$ cat src/rtl/himm_pkg.sv
// Shared types and constants for the hit ID multiset matcher.
`default_nettype none
package himm_pkg;

  localparam int NUM_IDS  = 256;
  localparam int ID_W     = $clog2(NUM_IDS);
  localparam int MAX_HITS = 32;
  localparam int CNT_W    = $clog2(MAX_HITS + 1);
  localparam int TOTAL_W  = 32;
  localparam int CMD_W    = 2;

  // Command codes on the input channel; the fourth code is unused
  typedef enum logic [CMD_W-1:0] {
    CMD_PRIMARY   = 2'd0,
    CMD_SECONDARY = 2'd1,
    CMD_CLOSE     = 2'd2
  } cmd_t;

  typedef enum logic [1:0] {
    ST_IDLE,
    ST_UPDATE,
    ST_CLOSE
  } state_t;

  // Commands from the controller to the datapath
  typedef struct packed {
    logic capture;
    logic update;
    logic close;
  } ctrl_cmd_t;

endpackage
`default_nettype wire

$ cat src/rtl/himm_ctrl.sv
// Controller state machine for the hit ID multiset matcher.
`default_nettype none
module himm_ctrl (
  input  wire logic                     clk,
  input  wire logic                     rst,
  input  wire logic                     start,
  input  wire logic [himm_pkg::CMD_W-1:0] command,
  output logic                          busy,
  output himm_pkg::ctrl_cmd_t           ctrl
);
  import himm_pkg::*;

  state_t state;
  state_t state_next;

  // Hold the state register
  always_ff @(posedge clk) begin
    if (rst) begin
      state <= ST_IDLE;
    end else begin
      state <= state_next;
    end
  end

  // Decode the accepted command and sequence the datapath
  always_comb begin
    state_next   = state;
    ctrl.capture = 1'b0;
    ctrl.update  = 1'b0;
    ctrl.close   = 1'b0;
    busy         = 1'b1;
    unique case (state)
      ST_IDLE: begin
        busy = 1'b0;
        if (start) begin
          unique case (command) inside
            CMD_PRIMARY, CMD_SECONDARY: begin
              ctrl.capture = 1'b1;
              state_next   = ST_UPDATE;
            end
            CMD_CLOSE: begin
              state_next = ST_CLOSE;
            end
            default: begin
              state_next = ST_IDLE;
            end
          endcase
        end
      end
      ST_UPDATE: begin
        ctrl.update = 1'b1;
        state_next  = ST_IDLE;
      end
      ST_CLOSE: begin
        ctrl.close = 1'b1;
        state_next = ST_IDLE;
      end
      default: begin
        state_next = ST_IDLE;
      end
    endcase
  end

endmodule
`default_nettype wire

$ cat src/rtl/himm_datapath.sv
// Datapath: per-ID count table, event flags, totals and result registers.
`default_nettype none
module himm_datapath (
  input  wire logic                        clk,
  input  wire logic                        rst,
  input  himm_pkg::ctrl_cmd_t              ctrl,
  input  wire logic [himm_pkg::CMD_W-1:0]  command,
  input  wire logic [himm_pkg::ID_W-1:0]   detector_id,
  output logic                             done,
  output logic [himm_pkg::CNT_W-1:0]       extra_secondary_count,
  output logic                             repeated_primary,
  output logic [himm_pkg::TOTAL_W-1:0]     events_total,
  output logic [himm_pkg::TOTAL_W-1:0]     repeated_events_total
);
  import himm_pkg::*;

  localparam logic [CNT_W-1:0]   CNT_MAX   = CNT_W'(MAX_HITS);
  localparam logic [TOTAL_W-1:0] TOTAL_MAX = '1;

  logic [CNT_W-1:0]   count_mem [NUM_IDS];
  logic [NUM_IDS-1:0] entry_valid;

  logic               hit_primary;
  logic [ID_W-1:0]    hit_id;
  logic [CNT_W-1:0]   rd_data;
  logic               rd_valid;
  logic [CNT_W-1:0]   cur_count;
  logic [CNT_W-1:0]   new_count;
  logic               write_en;

  logic [CNT_W-1:0]   extra_count;
  logic               repeat_flag;
  logic [TOTAL_W-1:0] event_counter;
  logic [TOTAL_W-1:0] repeat_event_counter;
  logic [TOTAL_W-1:0] event_counter_next;
  logic [TOTAL_W-1:0] repeat_event_counter_next;

  // Capture the hit and read its table entry
  always_ff @(posedge clk) begin
    if (ctrl.capture) begin
      hit_primary <= (command == CMD_PRIMARY);
      hit_id      <= detector_id;
      rd_data     <= count_mem[detector_id];
      rd_valid    <= entry_valid[detector_id];
    end
  end

  // An entry not written in this event reads as zero
  assign cur_count = rd_valid ? rd_data : '0;

  // Work out the new count for the hit
  always_comb begin
    new_count = cur_count;
    write_en  = 1'b0;
    if (hit_primary) begin
      write_en = 1'b1;
      if (cur_count != CNT_MAX) begin
        new_count = cur_count + CNT_W'(1);
      end
    end else if (cur_count != '0) begin
      write_en  = 1'b1;
      new_count = cur_count - CNT_W'(1);
    end
  end

  // Write the table entry back
  always_ff @(posedge clk) begin
    if (ctrl.update && write_en) begin
      count_mem[hit_id] <= new_count;
    end
  end

  // Mark written entries; drop them all on reset or close
  always_ff @(posedge clk) begin
    if (rst || ctrl.close) begin
      entry_valid <= '0;
    end else if (ctrl.update && write_en) begin
      entry_valid[hit_id] <= 1'b1;
    end
  end

  // Saturating totals after counting this event
  always_comb begin
    event_counter_next        = event_counter;
    repeat_event_counter_next = repeat_event_counter;
    if (event_counter != TOTAL_MAX) begin
      event_counter_next = event_counter + TOTAL_W'(1);
    end
    if (repeat_flag && (repeat_event_counter != TOTAL_MAX)) begin
      repeat_event_counter_next = repeat_event_counter + TOTAL_W'(1);
    end
  end

  // Advance event flags, extra count and totals
  always_ff @(posedge clk) begin
    if (rst) begin
      extra_count          <= '0;
      repeat_flag          <= 1'b0;
      event_counter        <= '0;
      repeat_event_counter <= '0;
    end else if (ctrl.close) begin
      extra_count          <= '0;
      repeat_flag          <= 1'b0;
      event_counter        <= event_counter_next;
      repeat_event_counter <= repeat_event_counter_next;
    end else if (ctrl.update) begin
      if (hit_primary && (cur_count != '0)) begin
        repeat_flag <= 1'b1;
      end
      if (!hit_primary && (cur_count == '0) && (extra_count != CNT_MAX)) begin
        extra_count <= extra_count + CNT_W'(1);
      end
    end
  end

  // Present the result for one cycle after close
  always_ff @(posedge clk) begin
    if (rst) begin
      done <= 1'b0;
    end else begin
      done <= ctrl.close;
    end
  end

  always_ff @(posedge clk) begin
    if (ctrl.close) begin
      extra_secondary_count <= extra_count;
      repeated_primary      <= repeat_flag;
      events_total          <= event_counter_next;
      repeated_events_total <= repeat_event_counter_next;
    end
  end

  // Table update always follows a capture
  a_update_after_capture: assert property (@(posedge clk) disable iff (rst)
    ctrl.update |-> $past(ctrl.capture))
    else $error("table update without a preceding capture");

  // Results never come in consecutive cycles
  a_done_single: assert property (@(posedge clk) disable iff (rst)
    done |=> !done)
    else $error("result strobe held for two cycles");

  // Extra count never passes its ceiling
  a_extra_bound: assert property (@(posedge clk) disable iff (rst)
    extra_count <= CNT_MAX)
    else $error("extra count beyond saturation");

  // Flagged events never outnumber events
  a_totals_order: assert property (@(posedge clk) disable iff (rst)
    done |-> (repeated_events_total <= events_total) && (events_total != '0))
    else $error("inconsistent event totals");

endmodule
`default_nettype wire

$ cat src/rtl/hit_id_multiset_matcher_core.sv
// Top level of the hit ID multiset matcher: controller plus datapath.
//
//  Channel   Handshake              Payload
//  input     start, busy            command, detector_id
//  result    done (one-cycle pulse) extra_secondary_count, repeated_primary,
//                                   events_total, repeated_events_total
//
// A hit reads its table entry when captured and writes it back in the update
// state (single-port count table, registered read). A close passes through
// the close state; its result is registered from it, with done high for one
// cycle. Unused command codes are ignored. Per-ID entries carry valid bits
// that reset and close clear at once, so there is no clearing pass after
// reset. The receiver cannot stall; results are taken as presented.
`default_nettype none
module hit_id_multiset_matcher_core (
  input  wire logic                           clk,
  input  wire logic                           rst,
  input  wire logic                           start,
  output logic                                busy,
  input  wire logic [himm_pkg::CMD_W-1:0]     command,
  input  wire logic [himm_pkg::ID_W-1:0]      detector_id,
  output logic                                done,
  output logic [himm_pkg::CNT_W-1:0]          extra_secondary_count,
  output logic                                repeated_primary,
  output logic [himm_pkg::TOTAL_W-1:0]        events_total,
  output logic [himm_pkg::TOTAL_W-1:0]        repeated_events_total
);
  import himm_pkg::*;

  ctrl_cmd_t ctrl;

  himm_ctrl u_ctrl (
    .clk     (clk),
    .rst     (rst),
    .start   (start),
    .command (command),
    .busy    (busy),
    .ctrl    (ctrl)
  );

  himm_datapath u_datapath (
    .clk                   (clk),
    .rst                   (rst),
    .ctrl                  (ctrl),
    .command               (command),
    .detector_id           (detector_id),
    .done                  (done),
    .extra_secondary_count (extra_secondary_count),
    .repeated_primary      (repeated_primary),
    .events_total          (events_total),
    .repeated_events_total (repeated_events_total)
  );

endmodule
`default_nettype wire

$ cat config.mk
export PLATFORM = sky130hd
export DESIGN_NAME = hit_id_multiset_matcher_core
export DESIGN_NICKNAME = d
export VERILOG_FILES = /design/src/rtl/himm_pkg.sv /design/src/rtl/himm_ctrl.sv /design/src/rtl/himm_datapath.sv /design/src/rtl/hit_id_multiset_matcher_core.sv
export SDC_FILE = /design/constraint.sdc
export NUM_CORES = 2
export LEC_CHECK = 0
export BUFFER_PORTS_ARGS = -buffer_cell sky130_fd_sc_hd__buf_2
export CAP_MARGIN = 25
export CORE_UTILIZATION = 45
export CTS_CLUSTER_SIZE = 16
export DETAILED_ROUTE_END_ITERATION = 6
export PLACE_DENSITY_LB_ADDON = 0.3
export SLEW_MARGIN = 20
export SYNTH_ARGS = -nofsm -noshare
export SYNTH_HDL_FRONTEND = slang
export SYNTH_SLANG_ARGS = --single-unit
$ cat constraint.sdc
create_clock -name clk -period 15.95 [get_ports clk]
set_input_delay 0.7975 -clock clk [delete_from_list [all_inputs] [get_ports clk]]
set_output_delay 0.7975 -clock clk [all_outputs]
set_load 0.01 [all_outputs]
; ---- Yosys cells after proc, flatten, opt, wreduce, memory -nomap -nowiden
; Memory sizes are Yosys's and may differ from the RTL's. A register that Yosys moved wholly into a read port is not among the register bits.
; Cells that the tools add are included.
[op_classes]
div = 0
multipliers = 0
shift = 0
add_sub_neg = 5
eq_ne = 8
reduce_logical = 17
order_cmp = 3
muxes = 21
n_bitwise = 2
[op_table]
columns = op, count
row1 = bitwise OR 256 bit, 1
row2 = "adder 32 x 1 -> 32 bit, second input constant", 2
row3 = two-way mux 32 bit, 2
row4 = "!= test 32 bit, second input constant", 2
row5 = two-way mux 6 bit, 4
row6 = "less-than comparator 8 x 9 -> 1 bit, second input constant", 2
row7 = "adder 6 x 1 -> 6 bit, second input constant", 2
row8 = two-way mux 1 bit, 12
row9 = "!= test 6 bit, second input constant", 2
row10 = binary-select mux 1 bit (select 8 bit), 1
row11 = demux 1 bit (select 8 bit), 1
row12 = "greater-or-equal comparator 8 x 1 -> 1 bit, second input constant", 1
row13 = logical AND 1 bit, 6
row14 = zero test 6 bit, 1
row15 = nonzero test 6 bit, 1
row16 = OR reduction 2 bit, 3
row17 = "subtractor 6 x 1 -> 6 bit, second input constant", 1
row18 = "== test 2 x 1 -> 1 bit, second input constant", 2
row19 = "== test 2 bit, second input constant", 2
row20 = zero test 2 bit, 2
row21 = one-hot mux 2 bit (2 select lines), 1
row22 = AND reduction 2 bit, 2
row23 = zero test 1 bit, 1
row24 = logical OR 1 bit, 1
row25 = NOT 1 bit, 1
[totals]
rom_bits = 0
word_cells = 71
in_bits = 13
ram_bits = 1536
memories = 1
latchBits = 0
out_inout_bits = 73
reg_bits = 411
[memory_table]
columns = name, words, width, read_ports, rd_clocked_by_memory_dff, write_ports, line
row1 = u_datapath.count_mem, 256, 6, 1, 1, 1, himm_datapath.sv:20  ; logic [CNT_W-1:0] count_mem [NUM_IDS];

; ---- Depth between registers and ports, before layout
[depth]
depth_word = 7
depth_mapped = 13

; ---- Modules after synthesis
; From an unflattened synthesis, not the netlist that was laid out.
[hier_totals]
hier_cells = 4417
area_unflattened_um2 = 76827.4
[by_module_without_submodules]
columns = module, n_inst, area_each_um2, cells_per_inst, seq_area_each_um2
row1 = himm_datapath, 1, 76728.6, 4407, 55303.0
row2 = himm_ctrl, 1, 98.8, 10, 40.0

; ---- Least setup slack after synthesis
; No wires, ideal clock.
[synth_timing]
path_kind = register to register
startpoint = reg u_datapath.rd_valid
endpoint = mem u_datapath.count_mem[0][4] (netlist bit), data pin
required_time_ns = 13.762
setup_slack_ns = 2.088
n_path_buf = 1
period_less_slack_ns = 13.862
path_stages_with_launch = 11
setup_ns = 2.188
arrival_time_ns = 11.674
path_cell_list = edfxtp_1 clkbuf_1 and2_1 inv_1 ha_1 nand3_1 nor4_1 nor2b_1 nand2_1 o221a_2 o21ai_0
[synth_between]
elab_chain_len = 4
[synth_rtl]
columns = element, line
row1 = start: declaration, himm_datapath.sv:26  ; logic rd_valid;
row2 = start signal: assignment, himm_datapath.sv:44  ; rd_valid <= entry_valid[detector_id];
row3 = two-way mux 6 bit (*), himm_datapath.sv:49  ; assign cur_count = rd_valid ? rd_data : '0;
row4 = subtractor 6 x 1 -> 6 bit (tied with other cells), himm_datapath.sv:62  ; new_count = cur_count - CNT_W'(1);
row5 = two-way mux 6 bit (on tied branches), "himm_datapath.sv:60, himm_datapath.sv:57"
row6 = two-way mux 6 bit (*), himm_datapath.sv:55  ; if (hit_primary) begin
row7 = via u_datapath.new_count[4], himm_datapath.sv:28  ; logic [CNT_W-1:0] new_count;
row8 = end: declaration, himm_datapath.sv:20
; Mark *: on every way through the listed nets, which the timed path passes. The rest lies on a longest branch.

; ---- Final worst setup path
[layout_timing]
startpoint = in detector_id[1] (netlist bit)
endpoint = reg u_datapath.rd_valid, data pin
[layout_between]
elab_chain_len = 2
[layout_rtl]
columns = element, line
row1 = start: declaration, hit_id_multiset_matcher_core.sv:21  ; input wire logic [himm_pkg::ID_W-1:0] detector_id,
row2 = binary-select mux 1 bit (select 8 bit), himm_datapath.sv:44
row3 = two-way mux 1 bit (implied by the code), himm_datapath.sv:44
; No other way between the ends. The select of a mux whose other input is x is not followed.
; A chain may end at the register's enable or synchronous reset.

==> out/qor_table.md <==
| Stage | Parameter | Value |
| --- | --- | --- |
| worst setup path | Max Fanout on Critical Path | 83 |
| die | Ports | 86 |
| final layout | Layout overhead on the synthesized area | 12.4% |
| logic synthesis | Count of cell types in the netlist | 69 |
| clock network | Maximum number of buffers from clock root to sink | 3 |
| logic synthesis | Sequential fraction of the synthesis area | 72.4% |
| worst setup path | Reg2Reg Launch Point | u_datapath.rd_valid |
| timing | Endpoints failing hold | 0 |
| timing | Setup Total Neg Slack | 0 ns |
| min path | Worst hold path class | in2reg |
| power | Switching power share of the total | 21.9% |
| logic synthesis | Synthesized area per cell | 17.0 µm² |
| grt | Remaining global-route overflow | 0 |
| run | Max Cap Violations | 0 |
| detailed routing | Routed len/inst | 27.1 µm |
| die | Die H | 414 µm |
| power | Int Power | 8.43 mW |
| clock network | Number of buffers added by the clock tree synthesis step | 193 |
| logic synthesis | Flops & latches, synth | 1953 |
| die | Initial core utilization | 45.5% |
| die | Die ar. | 0.172 mm² |
| clock network | Number of setup buffers added after CTS | 0 |
| final layout | Final net count | 4601 |
| final layout | Most used cells in the layout excluding fill and tap cells | 1623 x edfxtp_1, 390 x nor2_1, 335 x mux4_2, 330 x dfxtp_1, 296 x mux2i_1 |
| final layout | Most common cell after layout, fill and taps aside | edfxtp_1 |
| power | Leakage Power | 27.8 nW |
| detailed routing | Vias per std cell | 5.97 |
| logic synthesis | Warning count from the yosys run | 0 |
| clock network | Clock slew seen by the registers of the worst setup and hold paths | 0.06 ns |
| worst setup path | Reg2Reg Setup Slack | 11.53 ns |
| clock network | # H-tree levels | 4 |
| die | Core area | 0.168 mm² |
| grt | Global-route wire length before repair | 278 mm |
| detailed routing | Total wire length after detailed routing | 188 mm |
| logic synthesis | Synthesized area | 0.0765 mm² |
| worst setup path | Launching element type of the critical path | input port |
| die | Die span in x | 414 µm |
| worst setup path | R2R Path End | u_datapath.count_mem[211][3] |
| logic synthesis | Number of enable-type register cells in the synthesized netlist | 1623 |
| final layout | Layout cells sized above 1 | 17.3% |
| min path | Hold Path Stages | 2 |
| timing | Final Cycle Share | 29.4% |
| clock network | Cell at the root of the clock tree | clkbuf_16 |
| detailed routing | Number of DRC markers after the initial detailed-route iteration | 4528 |
| worst setup path | Crit path DAT | 5.25 ns |
| placed design | Final GP Congestion | 0.838 |
| power | Portion of total power attributed to the clock network | 42.8% |
| grt | Via count of the first global-routing pass | 40700 |
| timing | Number of setup violations in the final report | 0 |
| detailed routing | Total number of vias | 41600 |
| timing | Highest Clock Rate | 213 MHz |
| logic synthesis | Net Count, Synth | 4503 |
| detailed routing | Length of the first detailed-routing pass in iterations | 5 |
| clock network | Clock latency on the worst-skew pair | 0.84 ns |
| timing | Number of pins with negative max-slew slack in the final report | 0 |
| run status | Run status | completed |
| detailed routing | ANT nets after route | 0 |
| clock network | Clock tree sinks | 1953 |
| timing | Slew at the pin with the worst max-slew slack | 1.11 ns |
| placed design | Number of input and output port buffers inserted | 85 |
| power | Part of the total power dissipated in combinational logic | 5.2% |
| grt | Pin count of the biggest net entering global routing | 195 |
| power | Pwr/cell area | 126 mW/mm² |
| power | Switch Pwr | 2.36 mW |
| clock network | Number of instances resized during post-cts repair | 0 |
| clock network | TritonCTS clock tree | yes |
| clock network | # hold bufs at CTS | 0 |
| logic synthesis | Asr flop ratio synth | 0% |
| grt | Initial antenna violation count | 4 |
| worst setup path | Crit Path Category | in2reg |
| timing | Final worst clock skew | 0.0419 ns |
| timing | Final min period | 4.69 ns |
| die | Number of placement rows | 150 |
| detailed routing | Number of DRC violations after detailed routing | 0 |
| placed design | Post-detail-place hpwl | 115 mm |
| worst setup path | Cells on worst reg2reg path | 7 |
| power | Part of the total power dissipated in sequential elements | 52.0% |
| min path | Worst Hold End | u_ctrl.state[1] |
| timing | Worst slew slack as a fraction of its limit | 26.3% |
| worst setup path | Required time at the worst-slack endpoint | 16.51 ns |
| grt | Total track usage | 21.8% |
| min path | Launch instance of the worst min-delay path | command[0] |
| logic synthesis | Prevailing post-synth register cell | edfxtp_1 |
| worst setup path | Critical Path End Type | flop |
| power | Maximum ir drop on the vdd rail | 98.2 µV |
| timing | Setup repair after global routing missed its margin | false |
| final layout | Core Util, Final | 51.2% |
| logic synthesis | Post-Synthesis Cells | 4485 |
-- cell usage after synthesis (8+ instances only) --
cell         n  area (µm²)
edfxtp_1  1623       48700
nor2_1     393        1480
mux4_2     335        7540
dfxtp_1    330        6610
mux2i_1    296        2960
o21a_1     256        1920
nand2_1    180         676
clkbuf_1   156         586
nand3_1    105         526
a21oi_1     94         470
a22oi_1     86         646
buf_2       70         350
xnor2_1     63         552
nor3_1      60         300
xor2_1      51         447
o221ai_1    49         429
nand4_1     40         250
o21ai_0     36         180
o22ai_1     35         219
buf_1       20        75.1
or3_1       19         119
nor2b_1     18         113
inv_1       17        63.8
buf_4       15         113
nand2b_1    11        68.8
o211ai_1    11        82.6
nor4_1      10        62.6
and2_1       8        50.1
or4_1        8        60.1
-- power by group through the flow --
stage	clock network [mW]	logic [mW]	registers (mW)
after global placement	0	0.541	5.72
after global routing	4.87	0.589	5.61
after detailed placement	0	0.551	5.72
after CTS	4.68	0.551	5.62
final	4.62	0.559	5.61
after floorplan	0	0.322	5.80
-- worst max-delay path by stage --
stage	startpoint	to	slack, ns	cells after the start
after floorplan	u_datapath.rd_valid	u_datapath.count_mem[0][4]	2.09	10
after global placement	detector_id[0]	u_datapath.rd_data[1]	10.36	8
after detailed placement	detector_id[0]	u_datapath.rd_data[1]	10.39	8
after CTS	detector_id[0]	u_datapath.rd_data[1]	11.30	8
after global routing	detector_id[0]	u_datapath.rd_data[5]	11.05	10
final	detector_id[1]	u_datapath.rd_valid	11.26	10
-- per-layer routing --
layer	part of all wire (%)	vias to the layer above	GRT usage, %	wire length [µm]
met2	47	1660	34.0	87800
li1	-	17900	-	-
met5	0.019	-	0	36
met4	3.3	6	7.46	6140
met1	42	21700	30.6	79600
met3	7.9	328	4.31	14900
-- through the flow --
step	hold slack [ns]	instance area (µm²)	cells	power (mW)	setup WS [ns]
final	0.145	86000	6961	10.8	11.26
after global routing	0.120	86000	6960	11.1	11.05
after CTS	0.0814	85800	6955	10.8	11.30
after detailed placement	0.448	79300	6587	6.28	10.39
after global placement	0.440	79300	6585	6.26	10.36
after floorplan	0.406	76500	4485	6.12	2.09
-- critical path: stages --
cell     delay, ns
buf_8         0.51
buf_4         0.80
buf_4         0.73
buf_4         0.70
mux4_2        0.41
a22oi_1       0.25
a31oi_1       0.12
nor4_1        0.30
a21oi_1       0.13
a32o_1        0.23
-- cell families (layout without fill, tap and decap cells) --
group,after synthesis,count (layout),share of synthesized area (%)
other cells,0,1,0
xor+xnor,114,114,1.31
simple gates,879,879,5.15
mux,634,634,13.8
compound gates,618,618,5.73
flops,1953,1953,72.4
fa+ha+maj,5,5,0.0818
buf+inv,282,553,1.57
-- sequential cells by signal (all words and copies together), names as in the netlist, 2 cells and up --
register and flops:
u_datapath.repeat_event_counter 32, u_datapath.events_total 32, u_datapath.rd_data 6, u_datapath.entry_valid 256
u_datapath.hit_id 8, u_datapath.extra_count 6, u_datapath.count_mem 1536, u_ctrl.state 2
u_datapath.repeated_events_total 32, u_datapath.event_counter 32, u_datapath.extra_secondary_count 6
-- final cells by class --
type | instances | area [µm²]
fill | 13400 | 82000
sequential | 1953 | 55300
multi-input combinational | 2250 | 20000
clock buffer | 273 | 5410
tap | 2204 | 2760
timing repair buffer | 164 | 1240
clock inverter | 95 | 1070
inverter | 21 | 81.3
antenna | 1 | 2.50
No activity file was read; power rests on OpenSTA's default activity.
